===== src/hw/rtl/bcse_pkg.sv =====
// Shared types, constants and character helpers for the C string escaper.
// No dependencies; every other file of the escaper takes names from here.
package bcse_pkg;

    localparam int COUNT_BITS_DEF  = 32;
    localparam int QUEUE_DEPTH_DEF = 4;

    localparam int LEN_W      = 12;
    localparam int FILL_W     = 13;
    localparam int OUT_CNT_W  = 32;
    localparam int CFG_IDX_W  = 2;
    localparam int CFG_DATA_W = 12;
    localparam int IDX_W      = 4;   // index of a character within one word group

    localparam logic [LEN_W-1:0] LINE_LEN_RST = 12'd100;

    // register indexes on the configuration port
    localparam logic [CFG_IDX_W-1:0] REG_ALWAYS_ESC = 2'd0;
    localparam logic [CFG_IDX_W-1:0] REG_LINE_LEN   = 2'd1;

    // characters
    localparam logic [7:0] CH_BSL    = 8'h5C;
    localparam logic [7:0] CH_QUOTE  = 8'h22;
    localparam logic [7:0] CH_NL     = 8'h0A;
    localparam logic [7:0] CH_TAB    = 8'h09;
    localparam logic [7:0] CH_CR     = 8'h0D;
    localparam logic [7:0] CH_QMARK  = 8'h3F;
    localparam logic [7:0] CH_COLON  = 8'h3A;
    localparam logic [7:0] CH_PCT    = 8'h25;
    localparam logic [7:0] CH_ZERO   = 8'h30;
    localparam logic [7:0] CH_LOW_R  = 8'h72;
    localparam logic [7:0] CH_LOW_N  = 8'h6E;
    localparam logic [7:0] CH_LOW_T  = 8'h74;
    localparam logic [7:0] PRINT_LO  = 8'd32;
    localparam logic [7:0] PRINT_HI  = 8'd126;

    localparam logic [IDX_W-1:0] WRAP_LEN = 4'd4;

    typedef enum logic [1:0] {
        K_LIT  = 2'd0,
        K_PAIR = 2'd1,
        K_OCT  = 2'd2
    } t_kind;

    // one classified byte, as it travels from front to back
    typedef struct packed {
        t_kind                 kind;
        logic [7:0]            data;
        logic [7:0]            pair_ch;
        logic                  wrap;
        logic [OUT_CNT_W-1:0]  count;
    } t_desc;

    function automatic logic [2:0] seg_len(t_kind k);
        logic [2:0] len;
        case (k)
            K_LIT:   len = 3'd1;
            K_PAIR:  len = 3'd2;
            default: len = 3'd4;
        endcase
        return len;
    endfunction

    function automatic logic [IDX_W-1:0] total_len(t_desc d);
        return {1'b0, seg_len(d.kind)} + (d.wrap ? WRAP_LEN : 4'd0);
    endfunction

    function automatic logic [7:0] char_at(t_desc d, logic [IDX_W-1:0] k);
        logic [2:0]       seg;
        logic [IDX_W-1:0] w;
        logic [7:0]       ch;
        seg = seg_len(d.kind);
        w   = k - {1'b0, seg};
        if (k < {1'b0, seg}) begin
            case (d.kind)
                K_LIT: begin
                    ch = d.data;
                end
                K_PAIR: begin
                    ch = (k == 4'd0) ? CH_BSL : d.pair_ch;
                end
                default: begin
                    case (k[1:0])
                        2'd0:    ch = CH_BSL;
                        2'd1:    ch = CH_ZERO + {6'd0, d.data[7:6]};
                        2'd2:    ch = CH_ZERO + {5'd0, d.data[5:3]};
                        default: ch = CH_ZERO + {5'd0, d.data[2:0]};
                    endcase
                end
            endcase
        end else begin
            case (w[1:0])
                2'd0:    ch = CH_QUOTE;
                2'd1:    ch = CH_NL;
                2'd2:    ch = CH_TAB;
                default: ch = CH_QUOTE;
            endcase
        end
        return ch;
    endfunction

endpackage


===== src/hw/rtl/bcse_front.sv =====
// Front end: configuration registers, byte classification, line fill and byte count.
// Depends on bcse_pkg.
module bcse_front #(
    parameter int COUNT_BITS = bcse_pkg::COUNT_BITS_DEF
) (
    input  logic                              i_clk,
    input  logic                              i_rst_n,
    input  logic                              i_cfg_we,
    input  logic [bcse_pkg::CFG_IDX_W-1:0]    i_cfg_idx,
    input  logic [bcse_pkg::CFG_DATA_W-1:0]   i_cfg_data,
    input  logic                              i_accept,
    input  logic [7:0]                        i_data_byte,
    output bcse_pkg::t_desc                   o_desc
);

    logic                             r_always_esc;
    logic [bcse_pkg::LEN_W-1:0]       r_line_len;
    logic [bcse_pkg::FILL_W-1:0]      r_fill;
    logic [bcse_pkg::FILL_W-1:0]      n_fill;
    logic [COUNT_BITS-1:0]            r_count;
    logic [COUNT_BITS-1:0]            n_count;
    bcse_pkg::t_kind                  kind;
    logic [7:0]                       pair_ch;
    logic                             printable;
    logic                             wrap;

    always_comb begin
        printable = (i_data_byte >= bcse_pkg::PRINT_LO) && (i_data_byte <= bcse_pkg::PRINT_HI)
                 && (i_data_byte != bcse_pkg::CH_QUOTE) && (i_data_byte != bcse_pkg::CH_BSL)
                 && (i_data_byte != bcse_pkg::CH_QMARK) && (i_data_byte != bcse_pkg::CH_COLON)
                 && (i_data_byte != bcse_pkg::CH_PCT);
        pair_ch = i_data_byte;
        if (r_always_esc) begin
            kind = bcse_pkg::K_OCT;
        end else if (printable) begin
            kind = bcse_pkg::K_LIT;
        end else if (i_data_byte == bcse_pkg::CH_CR) begin
            kind    = bcse_pkg::K_PAIR;
            pair_ch = bcse_pkg::CH_LOW_R;
        end else if (i_data_byte == bcse_pkg::CH_NL) begin
            kind    = bcse_pkg::K_PAIR;
            pair_ch = bcse_pkg::CH_LOW_N;
        end else if (i_data_byte == bcse_pkg::CH_TAB) begin
            kind    = bcse_pkg::K_PAIR;
            pair_ch = bcse_pkg::CH_LOW_T;
        end else if (i_data_byte == bcse_pkg::CH_QUOTE || i_data_byte == bcse_pkg::CH_BSL) begin
            kind = bcse_pkg::K_PAIR;
        end else begin
            kind = bcse_pkg::K_OCT;
        end
    end

    // fill after this byte's own characters; wrap when it reaches the line length
    always_comb begin
        n_fill  = r_fill + {{(bcse_pkg::FILL_W-3){1'b0}}, bcse_pkg::seg_len(kind)};
        wrap    = n_fill >= {1'b0, r_line_len};
        n_count = r_count + {{(COUNT_BITS-1){1'b0}}, 1'b1};
    end

    always_comb begin
        o_desc.kind    = kind;
        o_desc.data    = i_data_byte;
        o_desc.pair_ch = pair_ch;
        o_desc.wrap    = wrap;
        o_desc.count   = bcse_pkg::OUT_CNT_W'(n_count);
    end

    always_ff @(posedge i_clk) begin
        if (!i_rst_n) begin
            r_always_esc <= 1'b0;
            r_line_len   <= bcse_pkg::LINE_LEN_RST;
            r_fill       <= '0;
            r_count      <= '0;
        end else begin
            if (i_cfg_we && i_cfg_idx == bcse_pkg::REG_ALWAYS_ESC) begin
                r_always_esc <= i_cfg_data[0];
            end
            if (i_cfg_we && i_cfg_idx == bcse_pkg::REG_LINE_LEN) begin
                r_line_len <= i_cfg_data[bcse_pkg::LEN_W-1:0];
            end
            if (i_accept) begin
                r_fill  <= wrap ? '0 : n_fill;
                r_count <= n_count;
            end
        end
    end

endmodule


===== src/hw/rtl/bcse_queue.sv =====
// Short descriptor queue between front and back end.
// Depends on bcse_pkg.
module bcse_queue #(
    parameter int DEPTH = bcse_pkg::QUEUE_DEPTH_DEF
) (
    input  logic             i_clk,
    input  logic             i_rst_n,
    input  logic             i_wr,
    input  bcse_pkg::t_desc  i_wr_desc,
    output logic             o_full,
    input  logic             i_rd,
    output logic             o_valid,
    output bcse_pkg::t_desc  o_rd_desc
);

    localparam int PTR_W = (DEPTH > 1) ? $clog2(DEPTH) : 1;
    localparam int CNT_W = $clog2(DEPTH + 1);

    bcse_pkg::t_desc    r_mem [DEPTH];
    logic [PTR_W-1:0]   r_wr_ptr;
    logic [PTR_W-1:0]   r_rd_ptr;
    logic [CNT_W-1:0]   r_cnt;
    logic               wr_en;
    logic               rd_en;

    assign o_full    = (r_cnt == CNT_W'(DEPTH));
    assign o_valid   = (r_cnt != '0);
    assign o_rd_desc = r_mem[r_rd_ptr];
    assign wr_en     = i_wr && !o_full;
    assign rd_en     = i_rd && o_valid;

    always_ff @(posedge i_clk) begin
        if (wr_en) begin
            r_mem[r_wr_ptr] <= i_wr_desc;
        end
    end

    always_ff @(posedge i_clk) begin
        if (!i_rst_n) begin
            r_wr_ptr <= '0;
            r_rd_ptr <= '0;
            r_cnt    <= '0;
        end else begin
            if (wr_en) begin
                r_wr_ptr <= (r_wr_ptr == PTR_W'(DEPTH - 1)) ? '0 : r_wr_ptr + PTR_W'(1);
            end
            if (rd_en) begin
                r_rd_ptr <= (r_rd_ptr == PTR_W'(DEPTH - 1)) ? '0 : r_rd_ptr + PTR_W'(1);
            end
            if (wr_en && !rd_en) begin
                r_cnt <= r_cnt + CNT_W'(1);
            end else if (rd_en && !wr_en) begin
                r_cnt <= r_cnt - CNT_W'(1);
            end
        end
    end

endmodule


===== src/hw/rtl/bcse_back.sv =====
// Back end: walks each descriptor to the output, one char a cycle unless stalled.
// Depends on bcse_pkg.
module bcse_back (
    input  logic                               i_clk,
    input  logic                               i_rst_n,
    input  logic                               i_desc_valid,
    input  bcse_pkg::t_desc                    i_desc,
    output logic                               o_desc_done,
    output logic                               empty,
    input  logic                               pop,
    output logic [7:0]                         o_out_char,
    output logic                               o_last,
    output logic [bcse_pkg::OUT_CNT_W-1:0]     o_bytes_so_far
);

    logic                            r_out_valid;
    logic [7:0]                      r_out_char;
    logic                            r_out_last;
    logic [bcse_pkg::OUT_CNT_W-1:0]  r_out_count;
    logic [bcse_pkg::IDX_W-1:0]      r_idx;
    logic                            advance;
    logic                            emit;
    logic                            is_last;

    assign advance        = !r_out_valid || pop;
    assign emit           = advance && i_desc_valid;
    assign is_last        = (r_idx == bcse_pkg::total_len(i_desc) - 4'd1);
    assign o_desc_done    = emit && is_last;
    assign empty          = !r_out_valid;
    assign o_out_char     = r_out_char;
    assign o_last         = r_out_last;
    assign o_bytes_so_far = r_out_count;

    always_ff @(posedge i_clk) begin
        if (emit) begin
            r_out_char  <= bcse_pkg::char_at(i_desc, r_idx);
            r_out_last  <= is_last;
            r_out_count <= i_desc.count;
        end
    end

    always_ff @(posedge i_clk) begin
        if (!i_rst_n) begin
            r_out_valid <= 1'b0;
            r_idx       <= '0;
        end else begin
            if (advance) begin
                r_out_valid <= i_desc_valid;
            end
            if (emit) begin
                r_idx <= is_last ? '0 : r_idx + bcse_pkg::IDX_W'(1);
            end
        end
    end

endmodule


===== src/hw/rtl/byte_to_c_string_escaper_core.sv =====
// Top level of the byte to C string-literal escaper.
// Depends on bcse_pkg, bcse_front, bcse_queue and bcse_back.
//
//  channel | direction | handshake            | payload
//  --------+-----------+----------------------+-------------------------------------
//  input   | in        | push / full          | i_data_byte
//  result  | out       | empty / pop          | o_out_char, o_last, o_bytes_so_far
//  config  | in        | i_cfg_we (no wait)   | i_cfg_idx, i_cfg_data
//
// Each byte yields 1 to 8 characters: 1 (plain), 2 (short escape) or 4 (octal),
// plus 4 more when the line wraps. The back end emits one character a cycle while
// the result side is popped or empty; the front takes one byte a cycle while the
// descriptor queue (QUEUE_DEPTH entries) has room.
// Reset is synchronous, active low; it empties queue and output and restores
// always_escape to 0 and line_length to 100. With the back end idle, a byte's first
// word passes through the descriptor queue and then the output register to the result ports.
// A low pop only stalls the back end; the front keeps filling until the queue is full.
module byte_to_c_string_escaper_core #(
    parameter int COUNT_BITS  = bcse_pkg::COUNT_BITS_DEF,
    parameter int QUEUE_DEPTH = bcse_pkg::QUEUE_DEPTH_DEF
) (
    input  logic                               i_clk,
    input  logic                               i_rst_n,
    // configuration
    input  logic                               i_cfg_we,
    input  logic [bcse_pkg::CFG_IDX_W-1:0]     i_cfg_idx,
    input  logic [bcse_pkg::CFG_DATA_W-1:0]    i_cfg_data,
    // input bytes
    input  logic                               push,
    output logic                               full,
    input  logic [7:0]                         i_data_byte,
    // result characters
    output logic                               empty,
    input  logic                               pop,
    output logic [7:0]                         o_out_char,
    output logic                               o_last,
    output logic [bcse_pkg::OUT_CNT_W-1:0]     o_bytes_so_far
);

    bcse_pkg::t_desc  front_desc;
    bcse_pkg::t_desc  head_desc;
    logic             accept;
    logic             head_valid;
    logic             head_done;

    // take a byte whenever the queue has a free slot
    assign accept = push && !full;

    // classify, count and decide the wrap at the moment of acceptance
    bcse_front #(
        .COUNT_BITS (COUNT_BITS)
    ) u_front (
        .i_clk       (i_clk),
        .i_rst_n     (i_rst_n),
        .i_cfg_we    (i_cfg_we),
        .i_cfg_idx   (i_cfg_idx),
        .i_cfg_data  (i_cfg_data),
        .i_accept    (accept),
        .i_data_byte (i_data_byte),
        .o_desc      (front_desc)
    );

    // hold classified bytes so front and back stall on their own
    bcse_queue #(
        .DEPTH (QUEUE_DEPTH)
    ) u_queue (
        .i_clk     (i_clk),
        .i_rst_n   (i_rst_n),
        .i_wr      (accept),
        .i_wr_desc (front_desc),
        .o_full    (full),
        .i_rd      (head_done),
        .o_valid   (head_valid),
        .o_rd_desc (head_desc)
    );

    // expand the head descriptor into characters; drop it after its final word
    bcse_back u_back (
        .i_clk          (i_clk),
        .i_rst_n        (i_rst_n),
        .i_desc_valid   (head_valid),
        .i_desc         (head_desc),
        .o_desc_done    (head_done),
        .empty          (empty),
        .pop            (pop),
        .o_out_char     (o_out_char),
        .o_last         (o_last),
        .o_bytes_so_far (o_bytes_so_far)
    );

endmodule


===== config.mk =====
export PLATFORM = sky130hd
export DESIGN_NAME = byte_to_c_string_escaper_core
export DESIGN_NICKNAME = d
export VERILOG_FILES = /design/src/hw/rtl/bcse_pkg.sv /design/src/hw/rtl/bcse_front.sv /design/src/hw/rtl/bcse_queue.sv /design/src/hw/rtl/bcse_back.sv /design/src/hw/rtl/byte_to_c_string_escaper_core.sv
export SDC_FILE = /design/constraint.sdc
export NUM_CORES = 1
export LEC_CHECK = 0
export BUFFER_PORTS_ARGS = -buffer_cell sky130_fd_sc_hd__buf_2
export CORE_UTILIZATION = 53
export DETAILED_ROUTE_END_ITERATION = 8
export PLACE_DENSITY = 0.85
export SLEW_MARGIN = 15
export SYNTH_ARGS = -nofsm -noshare
export SYNTH_HDL_FRONTEND = slang
export SYNTH_SLANG_ARGS = --single-unit

===== constraint.sdc =====
create_clock -name i_clk -period 4.4 [get_ports i_clk]
set_input_delay 0.22 -clock i_clk [delete_from_list [all_inputs] [get_ports i_clk]]
set_output_delay 0.22 -clock i_clk [all_outputs]
set_load 0.03 [all_outputs]

==> out/results.ini <==
[synth]
synth_ff_type = edfxtp_1
synth_nets = 988
synth_seq_cells = 317
synth_area_per_cell_um2 = 14.6
syn-instance-count = 924
synth.distinct_cells = 61
synthArstFlopShare = 0
ys_seq_area_frac = 0.654
yosys_warnings = 0
synth_enable_flop_cells = 245
syn_area_um2 = 13500

[die]
dieArea_um2 = 26000
fp-row-count = 57
core_um2 = 24600
die_h_um = 161
start_util = 0.547
fp.dieW_um = 161
pin_count = 70

[cells_and_area]
final_cell_area_um2 = 15600
post-route-util = 0.634
diodes = 0
drive_above_1_share = 0.220
areaGrowthSynthToFinish_pct = 16.0
fin_nets = 1092

[worst_setup_path]
r2r_slack_ns = 0.23
critPathLaunchType = register
reg2regPathDepth = 19
critical_path_class = reg -> reg
critPathRequiredTime_ns = 4.87
crit_fanout = 9
reg2reg_to = u_queue.r_cnt[2]
cp-end-kind = register
cp.arrival_ns = 4.65

[power]
leakagePower_nw = 5.65
p_per_area_nw_per_um2 = 557
vdd_drop_max_v = 0.000368

[sta]
finClkSkew_ns = 0.0136
clock.fmax_ghz = 0.240
grt_setup_unrepaired = false
report.final.slew_viol_count = 0
setup_ws_ns = 0.226
finalHoldViolCount = 0
worst_slew_pin_slew_ns = 1.17
timing.setup.tns_ns = 0
max_slew_margin = 0.221
hold_ws_ns = 0.0289
setup-violations-final = 0
finalCritPeriodShare = 0.949
fin_crit_ns = 4.17

[place]
placed_area_um2 = 14200
hpwl_um = 16300
place_ws_ns = -0.000981
globalplace.congestion = 0.877
portBuffers = 69

[global_routing]
busiest_layer = met2
grt_pass1_wl_um = 42000
grt_start_max_net_pins = 46
met2_usage = 0.349
met3_usage = 0.0272
track_usage = 0.207
antenna_found_initial = 0
grt_overflow = 0
use_met1 = 0.283
grt_pass1_vias = 7967

[clock_tree]
cts.htree.levels = 1
clockBufferDepth = 3
path_clk_slew_ns = 0.07
clk-insertion-delay-late_ns = 0.56
clockRootBuffer = clkbuf_16
clock-sinks = 317
cts_tree = yes
cts_buffers = 31

[routing]
routed_wl_um = 26400
post_drt_wl_per_cell_um = 19.2
drt-vias-per-instance = 5.71
vias = 7862
drtIter0Drc = 627
firstDrtPassIters = 5
drtAntennaViolNets = 0
drc = 0

[hold_path]
holdPathEnd = u_front.r_always_esc
hold_depth = 4
hold_path_class = in -> reg
min-delay-start = i_cfg_idx[1]

[run]
max_cap_violations = 0

[outcome]
outcome = completed

registers in the layout, summed over array words and instances (netlist names), 2 cells and up, named ones only:
signal                 cells
u_back.o_bytes_so_far     32
u_back.o_out_char          8
u_back.r_idx               4
u_front.r_count           32
u_front.r_fill            13
u_front.r_line_len        12
u_queue.r_cnt              3
u_queue.r_mem            204
u_queue.r_rd_ptr           2
u_queue.r_wr_ptr           2
through the flow:
stage,std cells,total power [W]
after global placement,1298,0.00593
after CTS,1376,0.00871
after global routing,1377,0.00903
after floorplan,924,0.00540
final,1377,0.00869
after detailed placement,1298,0.00602
per-layer routing:
metal  vias up  share of wire
li1       3630              -
met1      3911           0.43
met2       290           0.50
met3        31          0.054
met4         0          0.016
met5         -              0
cells in the mapped netlist (all sizes together), types with 3 or more instances:
library cell / n / area (um2)
a211oi: 4 / 30.0
a21boi: 11 / 82.6
a21o: 3 / 22.5
a21oi: 22 / 110
a22o: 8 / 70.1
a22oi: 3 / 22.5
and2: 14 / 87.6
and3: 7 / 43.8
buf: 26 / 131
clkbuf: 11 / 41.3
dfxtp: 72 / 1440
edfxtp: 245 / 7360
fa: 4 / 80.1
ha: 33 / 413
inv: 37 / 139
mux2: 5 / 56.3
mux2i: 9 / 90.1
mux4: 46 / 1040
nand2: 80 / 300
nand2b: 10 / 62.6
nand3: 24 / 130
nand3b: 3 / 22.5
nand4: 17 / 128
nor2: 61 / 234
nor2b: 10 / 62.6
nor3: 9 / 45.0
nor3b: 4 / 30.0
nor4: 7 / 73.8
o211ai: 6 / 45.0
o21a: 3 / 22.5
o21ai: 17 / 85.1
o221ai: 3 / 26.3
or2: 7 / 43.8
or3: 8 / 50.1
xnor2: 40 / 350
xor2: 36 / 315
power breakdown:
group	internal [W]	switching, W	leakage, nW	total [W]
combinational	0.000688	0.00135	2.15	0.00204
sequential	0.00381	0.000165	3.00	0.00398
clock	0.00158	0.00109	0.503	0.00267
layout make-up:
cell class              count  area, um2
fillers                  1658       9000
flip-flops and latches    317       8800
multi-input cells         533       4480
clock buffers              41        843
repair buffers            108        733
well taps                 324        405
clock inverters            17        201
inverters                  37        139
layout by cell type, fill, tap and decap left out, types with 7 or more instances in the layout:
cell type / instances
nor3_1: 9
a21oi_1: 21
xnor2_1: 38
or3_1: 8
o21ai_0: 15
clkbuf_1: 7
inv_1: 36
nand2b_1: 8
xor2_1: 36
nand2_1: 78
a22o_1: 8
buf_2: 69
nor2b_1: 9
ha_1: 30
dfxtp_1: 70
dlygate4sd3_1: 20
mux4_2: 46
and3_1: 7
nor2_1: 59
nand4_1: 15
buf_4: 15
edfxtp_1: 245
clkbuf_16: 31
and2_1: 10
a21boi_0: 10
nand3_1: 22
cells by family (layout without fill, tap and decap cells):
family          after synthesis  in the layout  synth area share
flops                       317            317             0.654
simple gates                268            268             0.103
compound gates               92             92            0.0456
xor+xnor                     76             76            0.0495
buf+inv                      74            203            0.0232
mux                          60             60            0.0879
fa+ha+maj                    37             37            0.0366
critical path, cell delays in order (launching register included):
cell	delay (ns)
dfxtp_2	0.37
mux2i_2	0.18
mux2_2	0.38
nand2b_4	0.12
ha_4	0.17
inv_1	0.07
ha_1	0.27
inv_1	0.05
fa_1	0.38
xnor2_1	0.21
xnor2_1	0.15
nor4_1	0.08
buf_4	0.15
nand2_2	0.13
ha_2	0.21
inv_1	0.08
fa_1	0.42
xor2_1	0.19
or3_1	0.31
a21boi_0	0.19
how the worst max path moves through the flow:
stage	startpoint	to	slack [ns]	cells past startpoint
after floorplan	u_queue.r_cnt[0]	u_queue.r_cnt[2]	0.07	9
after global placement	i_data_byte[6]	u_front.r_fill[3]	0.11	18
after detailed placement	register	u_queue.r_cnt[2]	-0.001	19
after CTS	i_data_byte[4]	u_front.r_fill[1]	0.05	19
after global routing	i_data_byte[4]	u_front.r_fill[3]	0.03	18
final	register	u_queue.r_cnt[2]	0.23	19
repair_timing:
item	4_1_cts	5_1_grt
setup endpoints to repair	1	17
hold endpoints to repair	48	0
gates resized for setup	2	26
hold buffers	20	0
pin swaps	0	4
setup buffers	0	1
No activity file was read; power rests on OpenSTA's default activity.
